[src/hw/rtl/tqu_pkg.sv]
`default_nettype none
package tqu_pkg;

   // default sizes
   localparam int VALUE_WIDTH_DEF    = 32;
   localparam int PROB_FRAC_BITS_DEF = 16;

   // register indexes on the csr port
   localparam logic [1:0] REG_LOWER = 2'd0;
   localparam logic [1:0] REG_UPPER = 2'd1;
   localparam logic [1:0] REG_PEAK  = 2'd2;

   // reset values, Q16.16
   localparam longint LOWER_RESET = 0;
   localparam longint UPPER_RESET = 65536;
   localparam longint PEAK_RESET  = 32768;

   // flags that travel beside each item
   typedef struct packed {
      logic sub;       // result is base minus root
      logic invalid;   // limits out of order or probability above one
   } flags_type;

endpackage
`default_nettype wire

[src/hw/rtl/tqu_csr.sv]
`default_nettype none
module tqu_csr #(
   parameter int VALUE_WIDTH = tqu_pkg::VALUE_WIDTH_DEF,
   parameter int DATA_WIDTH  = 32,
   parameter int ADDR_WIDTH  = 4
) (
   input  wire logic                          clock,
   input  wire logic                          reset,
   input  wire logic                          psel,
   input  wire logic                          penable,
   input  wire logic                          pwrite,
   input  wire logic [ADDR_WIDTH-1:0]         paddr,
   input  wire logic [DATA_WIDTH-1:0]         pwdata,
   output      logic [DATA_WIDTH-1:0]         prdata,
   output      logic                          pready,
   output      logic signed [VALUE_WIDTH-1:0] lower,
   output      logic signed [VALUE_WIDTH-1:0] upper,
   output      logic signed [VALUE_WIDTH-1:0] peak
);

   logic [VALUE_WIDTH-1:0] lower_ff, upper_ff, peak_ff;
   logic [1:0]             index;
   logic                   wr_en;

   assign index  = paddr[ADDR_WIDTH-1:ADDR_WIDTH-2];
   assign wr_en  = psel && penable && pwrite;
   assign pready = 1'b1;

   // register writes
   always_ff @(posedge clock) begin
      if (reset) begin
         lower_ff <= VALUE_WIDTH'(tqu_pkg::LOWER_RESET);
         upper_ff <= VALUE_WIDTH'(tqu_pkg::UPPER_RESET);
         peak_ff  <= VALUE_WIDTH'(tqu_pkg::PEAK_RESET);
      end else if (wr_en) begin
         case (index)
            tqu_pkg::REG_LOWER: lower_ff <= pwdata[VALUE_WIDTH-1:0];
            tqu_pkg::REG_UPPER: upper_ff <= pwdata[VALUE_WIDTH-1:0];
            tqu_pkg::REG_PEAK:  peak_ff  <= pwdata[VALUE_WIDTH-1:0];
            default: ;
         endcase
      end
   end

   // read back, sign extended
   always_comb begin
      case (index)
         tqu_pkg::REG_LOWER: prdata = DATA_WIDTH'($signed(lower_ff));
         tqu_pkg::REG_UPPER: prdata = DATA_WIDTH'($signed(upper_ff));
         tqu_pkg::REG_PEAK:  prdata = DATA_WIDTH'($signed(peak_ff));
         default:            prdata = '0;
      endcase
   end

   assign lower = lower_ff;
   assign upper = upper_ff;
   assign peak  = peak_ff;

   // a write to the mode register lands on the next edge
   assert property (@(posedge clock) disable iff (reset)
      wr_en && index == tqu_pkg::REG_PEAK |=> peak_ff == $past(pwdata[VALUE_WIDTH-1:0]))
      else $error("peak register write lost");

endmodule
`default_nettype wire

[config.mk]
export PLATFORM = sky130hd
export DESIGN_NAME = tqu_csr
export DESIGN_NICKNAME = d
export VERILOG_FILES = /design/src/hw/rtl/tqu_pkg.sv /design/src/hw/rtl/tqu_csr.sv
export SDC_FILE = /design/constraint.sdc
export NUM_CORES = 1
export LEC_CHECK = 0
export BUFFER_PORTS_ARGS = -buffer_cell sky130_fd_sc_hd__buf_2
export CORE_ASPECT_RATIO = 1.2
export CORE_MARGIN = 2
export CORE_UTILIZATION = 49
export CTS_CLUSTER_DIAMETER = 50
export CTS_CLUSTER_SIZE = 20
export DETAILED_ROUTE_END_ITERATION = 10
export MAX_ROUTING_LAYER = met4
export PLACE_DENSITY = 0.78
export SLEW_MARGIN = 20
export SYNTH_ARGS = -nofsm -noshare
export SYNTH_HDL_FRONTEND = slang
export SYNTH_SLANG_ARGS = --single-unit
[constraint.sdc]
create_clock -name clock -period 1.7 [get_ports clock]
set_clock_uncertainty 0.1 [all_clocks]
set_input_delay 0.085 -clock clock [delete_from_list [all_inputs] [get_ports clock]]
set_output_delay 0.085 -clock clock [all_outputs]
set_load 0.05 [all_outputs]
Word level (Yosys, flattened, before mapping)
Index checks and enable logic that the tools add are counted.
Cells by class
  eq/ne operators: 2
  muxes and demuxes: 1
  reductions and logical operators: 6
Operators by type and width (count)
  one-hot mux 32 bit (3 select lines): 1
  AND reduction 2 bit: 3
  equality test 2 x 1 -> 1 bit (second input constant): 1
  equality test 2 bit (second input constant): 1
  logical AND 1 bit: 2
  logical NOT 2 bit: 1
Word-level totals
  output and inout port bits: 129
  bits of input ports: 41
  register bits: 96
  logic and storage cells: 12

Depth between registers and ports, before layout
  depth after elaboration: 3
  mapped depth: 6
  depth with buffers taken out: 3

Worst setup path before layout
OpenSTA, ideal clock, no wires.
  kind: flip-flop to output port
  from: register upper_ff[0], in the netlist upper[0]
  to: output port prdata[0]
  arrival: 1.871 ns
  path buffers: 0
  stages on the path, launching flop included: 3
  required time: 1.515 ns
  slack: -0.356 ns
  cells stage by stage: dfxtp_1 > mux2i_1 > o21ai_0
Between the ends
  longest elaborated chain between the ends: 1
Ends and longest elaborated chain
  from (decl): line tqu_csr.sv:21  | logic [VALUE_WIDTH-1:0] lower_ff, upper_ff, peak_ff;
  from (signal assigned): line tqu_csr.sv:33  | upper_ff <= VALUE_WIDTH'(tqu_pkg::UPPER_RESET);
  from (signal assigned): line tqu_csr.sv:38  | tqu_pkg::REG_UPPER: upper_ff <= pwdata[VALUE_WIDTH-1:0];
  one-hot mux 32 bit (3 select lines): line tqu_csr.sv:47  | case (index)
  to (decl): line tqu_csr.sv:14  | output logic [DATA_WIDTH-1:0] prdata,
Every way passes these cells.

Final worst setup path
  from: register upper_ff[15], in the netlist upper[15]
  to: output port prdata[15]
Same word-level chain as after synthesis.

==> flow_summary.toml <==
[logic_synthesis]
async_reset_ff_share_pct = 0
ys_seq_area_share_pct = 42.4
yosysWarnings = 0
synthFlopType = "dfxtp_1"
ys_top_cells_by_area = "dfxtp_1 (42%), mux2i_1 (28%), nand2b_1 (17%), o21ai_0 (3.5%), nand2_1 (2.6%)"
syn_area_sq_um = 4530
synth-edff-count = 0
synthDistinctLibCells = 18
synth.avg_cell_area_sq_um = 9.79
synthCells = 463
synth_most_common_cell = "mux2i_1"
yosys-top-cells-count = "mux2i_1 (128), nand2b_1 (126), dfxtp_1 (96)"
netlist.area_leader.share_pct = 42.4
ys_ff_latch = 96
syn-num-nets = 504
synth_area_leader_cell = "dfxtp_1"

[power_and_ir_drop]
p_sw_mw = 1.16
seq_power_share_pct = 50.7
combPwrFrac_pct = 13.0
p_int_mw = 3.37
power_density_nw_per_um2 = 750
power.share.clock_pct = 36.3
switching_share_pct = 25.6
p_leak_nw = 3.10
vdd_drop_max_mv = 0.404

[flow_run]
drv_cap = 0

[sta]
min_period_ps = 1480
rsz0062_at_grt = "no"
setup_viol = 0
hold-worst-slack_ps = 164
finalCritPeriodShare_pct = 86.9
hold_violations = 0
timing.setup.tns_ps = 0
maxSlewViolCount = 0
max_freq_ghz = 0.677
maxSlewHeadroom_pct = 59.3
worstMarginPinSlew_ps = 611

[floorplan]
ios = 170
rows = 38
initial_core_util_pct = 50.2
fp.dieW_um = 91.8
fp.dieH_um = 109
core_area_sq_um = 9030
die-area_sq_um = 10000

[critical_path]
worst_setup_path_end_kind = "output pin"
crit_path_start_kind = "register"
critical_path_class = "reg -> out"
required_ps = 1510
critPathArrivalTime_ps = 1290
cp_max_fo = 3

[placement]
gp_congestion = 0.802
numPortBuffers = 166
hpwl_mm = 7.79

[clocking]
numClockSinks = 96
clk_pin_slew_worst_paths_ps = 90
clkLatencyLatePin_ps = 350
cts-root-buf = "clkbuf_8"
cts_made_buffers = 9
htreeDepth = 3
cts_resized = 0
cts_tree = "built"
clk_path_buf_depth = 2

[grt]
grt_pass1_wl_mm = 18.9
grt_overflow = 0
antenna_found_initial = 0
grt.total_usage_pct = 24.2
grt_pass1_vias = 3920
grt_max_degree = 131

[cells_and_area]
drive_gt1_share_pct = 30.5
multi_input_comb_area_sq_um = 2440
seq_area_sq_um = 1920
diodes = 0
syn_to_final_growth_pct = 33.4
nets = 689
fillers = 718

[routing]
ant_nets = 0
drc = 0
wl_per_cell_um = 15.4
drtPass1Iterations = 4
drt_iter0_drc = 138
vias = 3917
viasPerCell = 5.07
drt_wl_total_mm = 11.9

[min_path]
worstHoldPathType = "in -> reg"

[status]
status = "finished, final reports clean"
## cell families after synthesis
kind of cell | share of synthesized area (%)
mux | 28.3
compound gates | 3.53
other cells | 0.0827
buf+inv | 4.14
flops | 42.4
simple gates | 21.6
## worst paths after layout
path,start,endpoint,slack (ps),cells after the start
setup / recovery,upper[15],prdata[15],220,3
hold / removal,paddr[3],upper[31],160,3
setup reg to reg,upper[1],upper[1],920,2
hold reg to reg,upper[24],upper[24],390,2
## cell type report
| cell class | count | area share [%] |
|---|---|---|
| well taps | 120 | 2.48 |
| repair buffers | 211 | 21.7 |
| multi-input cells | 330 | 40.4 |
| clock buffers | 10 | 2.28 |
| clock inverters | 6 | 1.37 |
| flip-flops and latches | 96 | 31.8 |
## metrics by stage
stage                     utilization [%]  total power, mW  worst slack (ps)  area (sq um)  cells
final                                66.9             4.54               223          6050    773
after CTS                            66.9             4.55               252          6050    773
after detailed placement             61.0             2.88               117          5510    725
after floorplan                         -             2.72              13.5          4530    463
after global placement               61.0             2.87               180          5510    725
after global routing                 66.9             4.70               182          6050    773
## flip-flops by register name, indices dropped and copies added (netlist names)
name,flops
upper,32
lower,32
peak,32
## repair_timing
item / 4_1_cts / 5_1_grt
endpoints found under the hold margin: 96 / 0
hold buffers: 32 / 0
setup buffers: 0 / 0
## routing by layer
metal  global-route usage, %  wire length [um]  up-vias
met3                    3.29               448       20
met1                    27.8              5050     1864
met5                       -                 0        -
met4                    10.0               255        0
met2                    42.8              6120      123
li1                        -                 -     1910
## layout by cell type (no fill, tap or decap), types with 2 or more instances in the layout
cell           instances
nor2_1                 4
mux2i_1              128
clkinv_2               3
dlygate4sd3_1         32
nand2b_1             126
bufinv_16              2
buf_12                 5
nand2_1               32
buf_4                  8
o21ai_1               32
clkbuf_8              10
dfxtp_1               96
buf_2                166
## critical path: stages, from the launching register on
cell     delay [ps]
dfxtp_1         390
mux2i_1         100
o21ai_1         150
buf_2           280
## power by group through the flow
| stage | Sequential, mW | Combinational [mW] | Clock (mW) |
|---|---|---|---|
| after floorplan | 2.45 | 0.275 | 0 |
| after CTS | 2.30 | 0.586 | 1.67 |
| after global routing | 2.30 | 0.623 | 1.77 |
| final | 2.30 | 0.588 | 1.65 |
| after global placement | 2.35 | 0.518 | 0 |
| after detailed placement | 2.35 | 0.529 | 0 |
No activity file was read; power rests on OpenSTA's default activity.
