`config.mk`:
```
export PLATFORM = sky130hd
export DESIGN_NAME = tqu_isqrt
export DESIGN_NICKNAME = d
export VERILOG_FILES = /design/src/hw/rtl/tqu_pkg.sv /design/src/hw/rtl/tqu_isqrt.sv
export SDC_FILE = /design/constraint.sdc
export NUM_CORES = 2
export LEC_CHECK = 0
export BUFFER_PORTS_ARGS = -buffer_cell sky130_fd_sc_hd__buf_2
export CORE_MARGIN = 1.5
export CORE_UTILIZATION = 59
export DETAILED_ROUTE_END_ITERATION = 8
export PLACE_DENSITY = 0.75
export SKIP_CTS_REPAIR_TIMING = 1
export SYNTH_ARGS = -nofsm -noshare
export SYNTH_HDL_FRONTEND = slang
export SYNTH_MEMORY_MAX_BITS = 65536
export SYNTH_SLANG_ARGS = --single-unit
```
`constraint.sdc`:
```
create_clock -name clock -period 5.99 [get_ports clock]
set_input_delay 0.2995 -clock clock [delete_from_list [all_inputs] [get_ports clock]]
set_output_delay 0.2995 -clock clock [all_outputs]
set_load 0.01 [all_outputs]
```
`src/hw/rtl/tqu_pkg.sv`:
```
`default_nettype none
package tqu_pkg;

   // default sizes
   localparam int VALUE_WIDTH_DEF    = 32;
   localparam int PROB_FRAC_BITS_DEF = 16;

   // register indexes on the csr port
   localparam logic [1:0] REG_LOWER = 2'd0;
   localparam logic [1:0] REG_UPPER = 2'd1;
   localparam logic [1:0] REG_PEAK  = 2'd2;

   // reset values, Q16.16
   localparam longint LOWER_RESET = 0;
   localparam longint UPPER_RESET = 65536;
   localparam longint PEAK_RESET  = 32768;

   // flags that travel beside each item
   typedef struct packed {
      logic sub;       // result is base minus root
      logic invalid;   // limits out of order or probability above one
   } flags_type;

endpackage
`default_nettype wire

```
`src/hw/rtl/tqu_isqrt.sv`:
```
`default_nettype none
module tqu_isqrt #(
   parameter int VALUE_WIDTH = tqu_pkg::VALUE_WIDTH_DEF
) (
   input  wire logic                     clock,
   input  wire logic                     reset,
   input  wire logic                     en,
   input  wire logic                     in_valid,
   input  wire logic [2*VALUE_WIDTH-1:0] radicand,
   input  wire logic [VALUE_WIDTH-1:0]   in_base,
   input  wire tqu_pkg::flags_type       in_flags,
   output      logic                     out_valid,
   output      logic [VALUE_WIDTH-1:0]   root,
   output      logic [VALUE_WIDTH-1:0]   out_base,
   output      tqu_pkg::flags_type       out_flags
);

   localparam int VW = VALUE_WIDTH;
   localparam int RW = 2 * VW;

   // one root bit per stage, most significant first
   logic               vld_ff  [VW];
   logic [RW-1:0]      rem_ff  [VW];
   logic [VW-1:0]      root_ff [VW];
   logic [VW-1:0]      base_ff [VW];
   tqu_pkg::flags_type flag_ff [VW];

   logic               stg_vld  [VW];
   logic [RW-1:0]      stg_rem  [VW];
   logic [VW-1:0]      stg_root [VW];
   logic [VW-1:0]      stg_base [VW];
   tqu_pkg::flags_type stg_flag [VW];

   for (genvar s = 0; s < VW; s++) begin : g_stage
      localparam int B = VW - 1 - s;
      logic [RW:0] trial;
      logic        take;

      // stage input from the port or the previous stage
      if (s == 0) begin : g_first
         assign stg_vld[s]  = in_valid;
         assign stg_rem[s]  = radicand;
         assign stg_root[s] = '0;
         assign stg_base[s] = in_base;
         assign stg_flag[s] = in_flags;
      end else begin : g_next
         assign stg_vld[s]  = vld_ff[s-1];
         assign stg_rem[s]  = rem_ff[s-1];
         assign stg_root[s] = root_ff[s-1];
         assign stg_base[s] = base_ff[s-1];
         assign stg_flag[s] = flag_ff[s-1];
      end

      // trial subtrahend (2r + 2^b) * 2^b
      assign trial = ((RW+1)'(stg_root[s]) << (B + 1)) + ((RW+1)'(1) << (2 * B));
      assign take  = {1'b0, stg_rem[s]} >= trial;

      always_ff @(posedge clock) begin
         if (reset) vld_ff[s] <= 1'b0;
         else if (en) vld_ff[s] <= stg_vld[s];
      end

      always_ff @(posedge clock) begin
         if (en) begin
            rem_ff[s]  <= take ? stg_rem[s] - trial[RW-1:0] : stg_rem[s];
            root_ff[s] <= take ? stg_root[s] | (VW'(1) << B) : stg_root[s];
            base_ff[s] <= stg_base[s];
            flag_ff[s] <= stg_flag[s];
         end
      end
   end

   assign out_valid = vld_ff[VW-1];
   assign root      = root_ff[VW-1];
   assign out_base  = base_ff[VW-1];
   assign out_flags = flag_ff[VW-1];

   // finished root is the floor: remainder no more than twice the root
   assert property (@(posedge clock) disable iff (reset)
      vld_ff[VW-1] |-> rem_ff[VW-1] <= (RW'(root_ff[VW-1]) << 1))
      else $error("square root remainder too large");

   // a held stage keeps its contents
   assert property (@(posedge clock) disable iff (reset)
      !en && vld_ff[VW-1] |=> $stable(root_ff[VW-1]) && vld_ff[VW-1])
      else $error("square root stage changed while stalled");

endmodule
`default_nettype wire

```
Yosys cells after proc, flatten, opt, wreduce, memory -nomap -nowiden
Memory sizes are Yosys's and may differ from the RTL's.
Index checks and enable logic that the tools add are counted.

storage, ports and cells
  register bits after elaboration = 0
  output and inout bits = 67
  memories = 5
  logic and storage cells = 234
  RAM bits = 4192

memory list
  memory   depth  width  read ports  clocked after memory_dff  write ports  RTL line         text
  rem_ff   32     64     31          0                         32           tqu_isqrt.sv:23  logic [RW-1:0] rem_ff [VW];
  base_ff  32     32     32          0                         32           tqu_isqrt.sv:25  logic [VW-1:0] base_ff [VW];
  root_ff  32     32     32          0                         32           tqu_isqrt.sv:24  logic [VW-1:0] root_ff [VW];
  flag_ff  32     2      32          0                         32           tqu_isqrt.sv:26  tqu_pkg::flags_type flag_ff [VW];
  vld_ff   32     1      32          0                         32           tqu_isqrt.sv:22  logic vld_ff [VW];

cells by class
  multiplexer cells = 102
  magnitude comparators = 32
  $add $sub $neg = 63
  bitwise logic cells = 32

operators by type and width
  kind                      number
  $mux W64                  32
  $add A63 B61 Y64 const B  1
  $ge A64 B34 Y1            1
  $ge A64 B35 Y1            1
  $ge A64 B36 Y1            1
  $ge A64 B37 Y1            1
  $ge A64 B38 Y1            1
  $ge A64 B39 Y1            1
  $ge A64 B40 Y1            1
  $ge A64 B41 Y1            1
  $ge A64 B42 Y1            1
  $ge A64 B43 Y1            1
  $ge A64 B44 Y1            1
  $ge A64 B45 Y1            1
  $ge A64 B46 Y1            1
  $ge A64 B47 Y1            1
  $ge A64 B48 Y1            1
  $ge A64 B49 Y1            1
  $ge A64 B50 Y1            1
  $ge A64 B51 Y1            1
  $ge A64 B52 Y1            1
  $ge A64 B53 Y1            1
  $ge A64 B54 Y1            1
  $ge A64 B55 Y1            1
  other kinds (105)         174

Longest topological paths before layout
  depth after elaboration = 4
  gate-level depth with buffers = 14

Worst setup path after synthesis
OpenSTA, ideal clock, no wires.

  path kind = reg-to-reg
  start = mem rem_ff[17][53] (netlist name)
  end = mem rem_ff[18][50] (netlist name) (data pin)
  slack = 2475 ps
  path buffers = 0
  arrival time = 3242 ps
  setup time = 273 ps
  cell stages (with the launch flop) = 10
  cell sequence = edfxtp_1 or4_1 or3_1 or4_1 or3_1 or4_1 a41o_1 and3_4 nor4b_1 xor2_1

RTL lines
  what         RTL line
  from (decl)  tqu_isqrt.sv:23

==> out/qor.csv <==
metric;value;unit
status;completed;
fmax;181;MHz
synthFlopType;edfxtp_1;
crit_slowest_cell;nor3b_1;
drtAntennaViolNets;0;
rsz0062_at_grt;false;
required;6550;ps
dieArea;266000;µm²
cts_buffers;363;
cpPeakStageDelay;900;ps
syn_avg_cell_area;14.2;µm²
slew_headroom;9.66;%
final_cell_mix;3632 x edfxtp_1, 710 x inv_1, 652 x nor2_1;
tightest_slew;1340;ps
clk_pin_slew_worst_paths;60;ps
period_share;92.4;%
drt-vias-per-instance;5.96;
cp-startpoint;rem_ff[22][42]$_DFFE_PP_;
worstSkewPairLatency;990;ps
syn_area;155000;µm²
cp-start-kind;flip-flop;
syn_inst;10900;
p_int;49.0;mW
antenna_found_initial;17;
clock-sinks;3632;
drive_gt1_share;8.01;%
grt_max_degree;190;
min-delay-start;in_base[29];
r2r_setup_slack;460;ps
finalSetupViolCount;0;
cts_max_path_buffers;4;
p_sw_share;28.0;%
hold_violations;0;
synth-seq-area-share;70.3;%
vdd_drop_max;402;µV
place_area;160000;µm²
max_cap_viol_count;0;
layout_commonest_cell;edfxtp_1;
p_per_area;392;nW/µm²
die_w;516;µm
synth-edff-count;3632;
place_worst_setup_slack;708;ps
dr.pass1.iters;8;
whs;60.7;ps
drtIter0Drc;7964;
vias;90800;
power.leakage;63.4;nW
track_usage;26.7;%
clock_skew;75.5;ps
hold_class;in -> reg;
synthDistinctLibCells;93;
root_buffer;clkbuf_16;
syn_nets;11500;
p_sw;19.0;mW
post-dp-hpwl;263000;µm
grt_first_pass_wirelength;537000;µm
grt_overflow_total;0;
p_clk_share;33.3;%
synth_seq_cells;3632;
final_cell_count_no_fill;15200;
worstRegToRegCells;10;
tritoncts;done;
synth-async-reset-ratio;0;%
path_cells;or4_1 -> nor3_1 -> nor3b_1 -> o2111ai_1 -> inv_1 -> and2_0 -> buf_4 -> inv_1 -> buf_4 -> a21oi_1;
critPathCaptureType;flip-flop;
critPathKind;reg -> reg;
grt_pass1_vias;88100;
worst_slack;458;ps
drv_slew;0;
io_pins;169;
cp_max_fo;23;
r2r_end;rem_ff[23][36]$_DFFE_PP_;
wl;362000;µm
drc;0;
fin_nets;12100;
rows;188;
ys_warn_count;0;
reg2reg_from;rem_ff[22][42]$_DFFE_PP_;
hold_end;base_ff[0][29]$_DFFE_PP_;
htreeDepth;5;
dp.cells;14500;
worstPathArrival;6090;ps
power_frac_seq;49.7;%
initial_core_util;59.2;%
comb_power_share;17.0;%
hold_depth;2;
area_growth;11.9;%
fin_crit;5530;ps
io_buffers;168;
core;262000;µm²
wl_per_cell;23.8;µm
gp_congestion;0.959;
setup-tns-final;0;ps
die_height;516;µm
final_area;173000;µm²
## power by group through the flow
| stage | sequential, mW | combinational [mW] | clock, mW |
|---|---|---|---|
| after floorplan | 33.0 | 8.05 | 0 |
| after global placement | 34.2 | 11.2 | 0 |
| after detailed placement | 34.3 | 11.3 | 0 |
| after CTS | 33.8 | 11.4 | 23.0 |
| after global routing | 34.0 | 12.7 | 24.0 |
| final | 33.8 | 11.5 | 22.6 |
## layer usage
metal  vias to the layer above  track usage [%]  wire (µm)
li1                      42300                -          -
met1                     44500             34.7     146000
met2                      3175             45.6     180000
met3                       791             3.54      20700
met4                        10             10.9      15700
met5                         -                0         78
## cells in the mapped netlist (15+ instances only)
cell type / n / area, µm²
a21oi_1: 601 / 3010
nand2_1: 617 / 2320
edfxtp_1: 3632 / 109000
a211o_1: 17 / 149
nand3b_1: 34 / 255
inv_1: 710 / 2670
mux2_2: 66 / 743
a21boi_0: 29 / 218
nand4b_1: 22 / 193
and3_1: 39 / 244
nor4b_1: 52 / 455
nor3_1: 260 / 1300
ha_1: 558 / 6980
o31ai_1: 48 / 360
nand2b_1: 110 / 688
xor2_1: 407 / 3560
nor2b_1: 70 / 438
and4_1: 22 / 193
a221oi_1: 15 / 131
nand3_1: 175 / 876
or3_1: 110 / 688
buf_1: 15 / 56.3
and2_1: 76 / 475
nand4_1: 180 / 1130
o31a_1: 17 / 149
o21ai_0: 444 / 2220
o21a_1: 83 / 623
clkbuf_1: 165 / 619
o21bai_1: 58 / 435
a31oi_1: 49 / 307
a21o_1: 222 / 1670
or2_2: 42 / 263
nor2_1: 652 / 2450
or4_1: 83 / 623
nor3b_1: 20 / 150
nor4_1: 341 / 2130
o21ai_1: 19 / 95.1
buf_2: 23 / 115
o211ai_1: 42 / 315
a2111oi_0: 29 / 254
xnor2_1: 475 / 4160
a211oi_1: 55 / 413
## worst max path at each step
stage / to / depth (start not counted)
2_1_floorplan: rem_ff[18][50]$_DFFE_PP_ / 9
3_3_place_gp: rem_ff[23][36]$_DFFE_PP_ / 10
3_5_place_dp: rem_ff[23][36]$_DFFE_PP_ / 10
4_1_cts: rem_ff[23][36]$_DFFE_PP_ / 10
5_1_grt: rem_ff[23][36]$_DFFE_PP_ / 10
6_report: rem_ff[23][36]$_DFFE_PP_ / 10
## metrics by stage
| step | utilization, % | power, mW |
|---|---|---|
| 2_1_floorplan | - | 41.1 |
| 3_3_place_gp | 61.3 | 45.4 |
| 3_5_place_dp | 61.3 | 45.6 |
| 4_1_cts | 65.8 | 68.2 |
| 5_1_grt | 66.2 | 70.7 |
| 6_report | 66.3 | 68.0 |
## worst max-delay path: cells and delay by family, from the launching register on
kind | cells | cell delay [ps]
AOI/OAI and AO/OA | 2 | 1190
buffers and inverters | 4 | 1030
DFF | 1 | 580
and+or+nand+nor | 4 | 2290
## flip-flops by register name, summed over array words and instances (netlist names)
name / count
base_ff: 1024
rem_ff: 1984
flag_ff: 64
root_ff: 528
vld_ff: 32
## logic make-up (layout without fill, tap and decap cells)
group,after synthesis,after routing,synth area share (%)
flip-flops,3632,3632,70.3
AND/OR/NAND/NOR,2943,2943,9.83
AO/OA/AOI/OAI,1876,1876,7.54
buffers and inverters,925,1742,2.29
XOR/XNOR,882,882,4.98
adder cells (fa/ha/maj),558,558,4.50
multiplexers,72,72,0.518
other,0,20,0
## area by class of cell
class                      instances  area [µm²]
antenna                           20        50.0
clock buffer                     433        9410
clock inverter                   229        2480
fill                           18200       88400
inverter                         713        2680
multi-input combinational       6331       42500
sequential                      3632      109000
tap                             3515        4400
timing repair buffer             367        2850
Power figures use the tool's default switching activity.
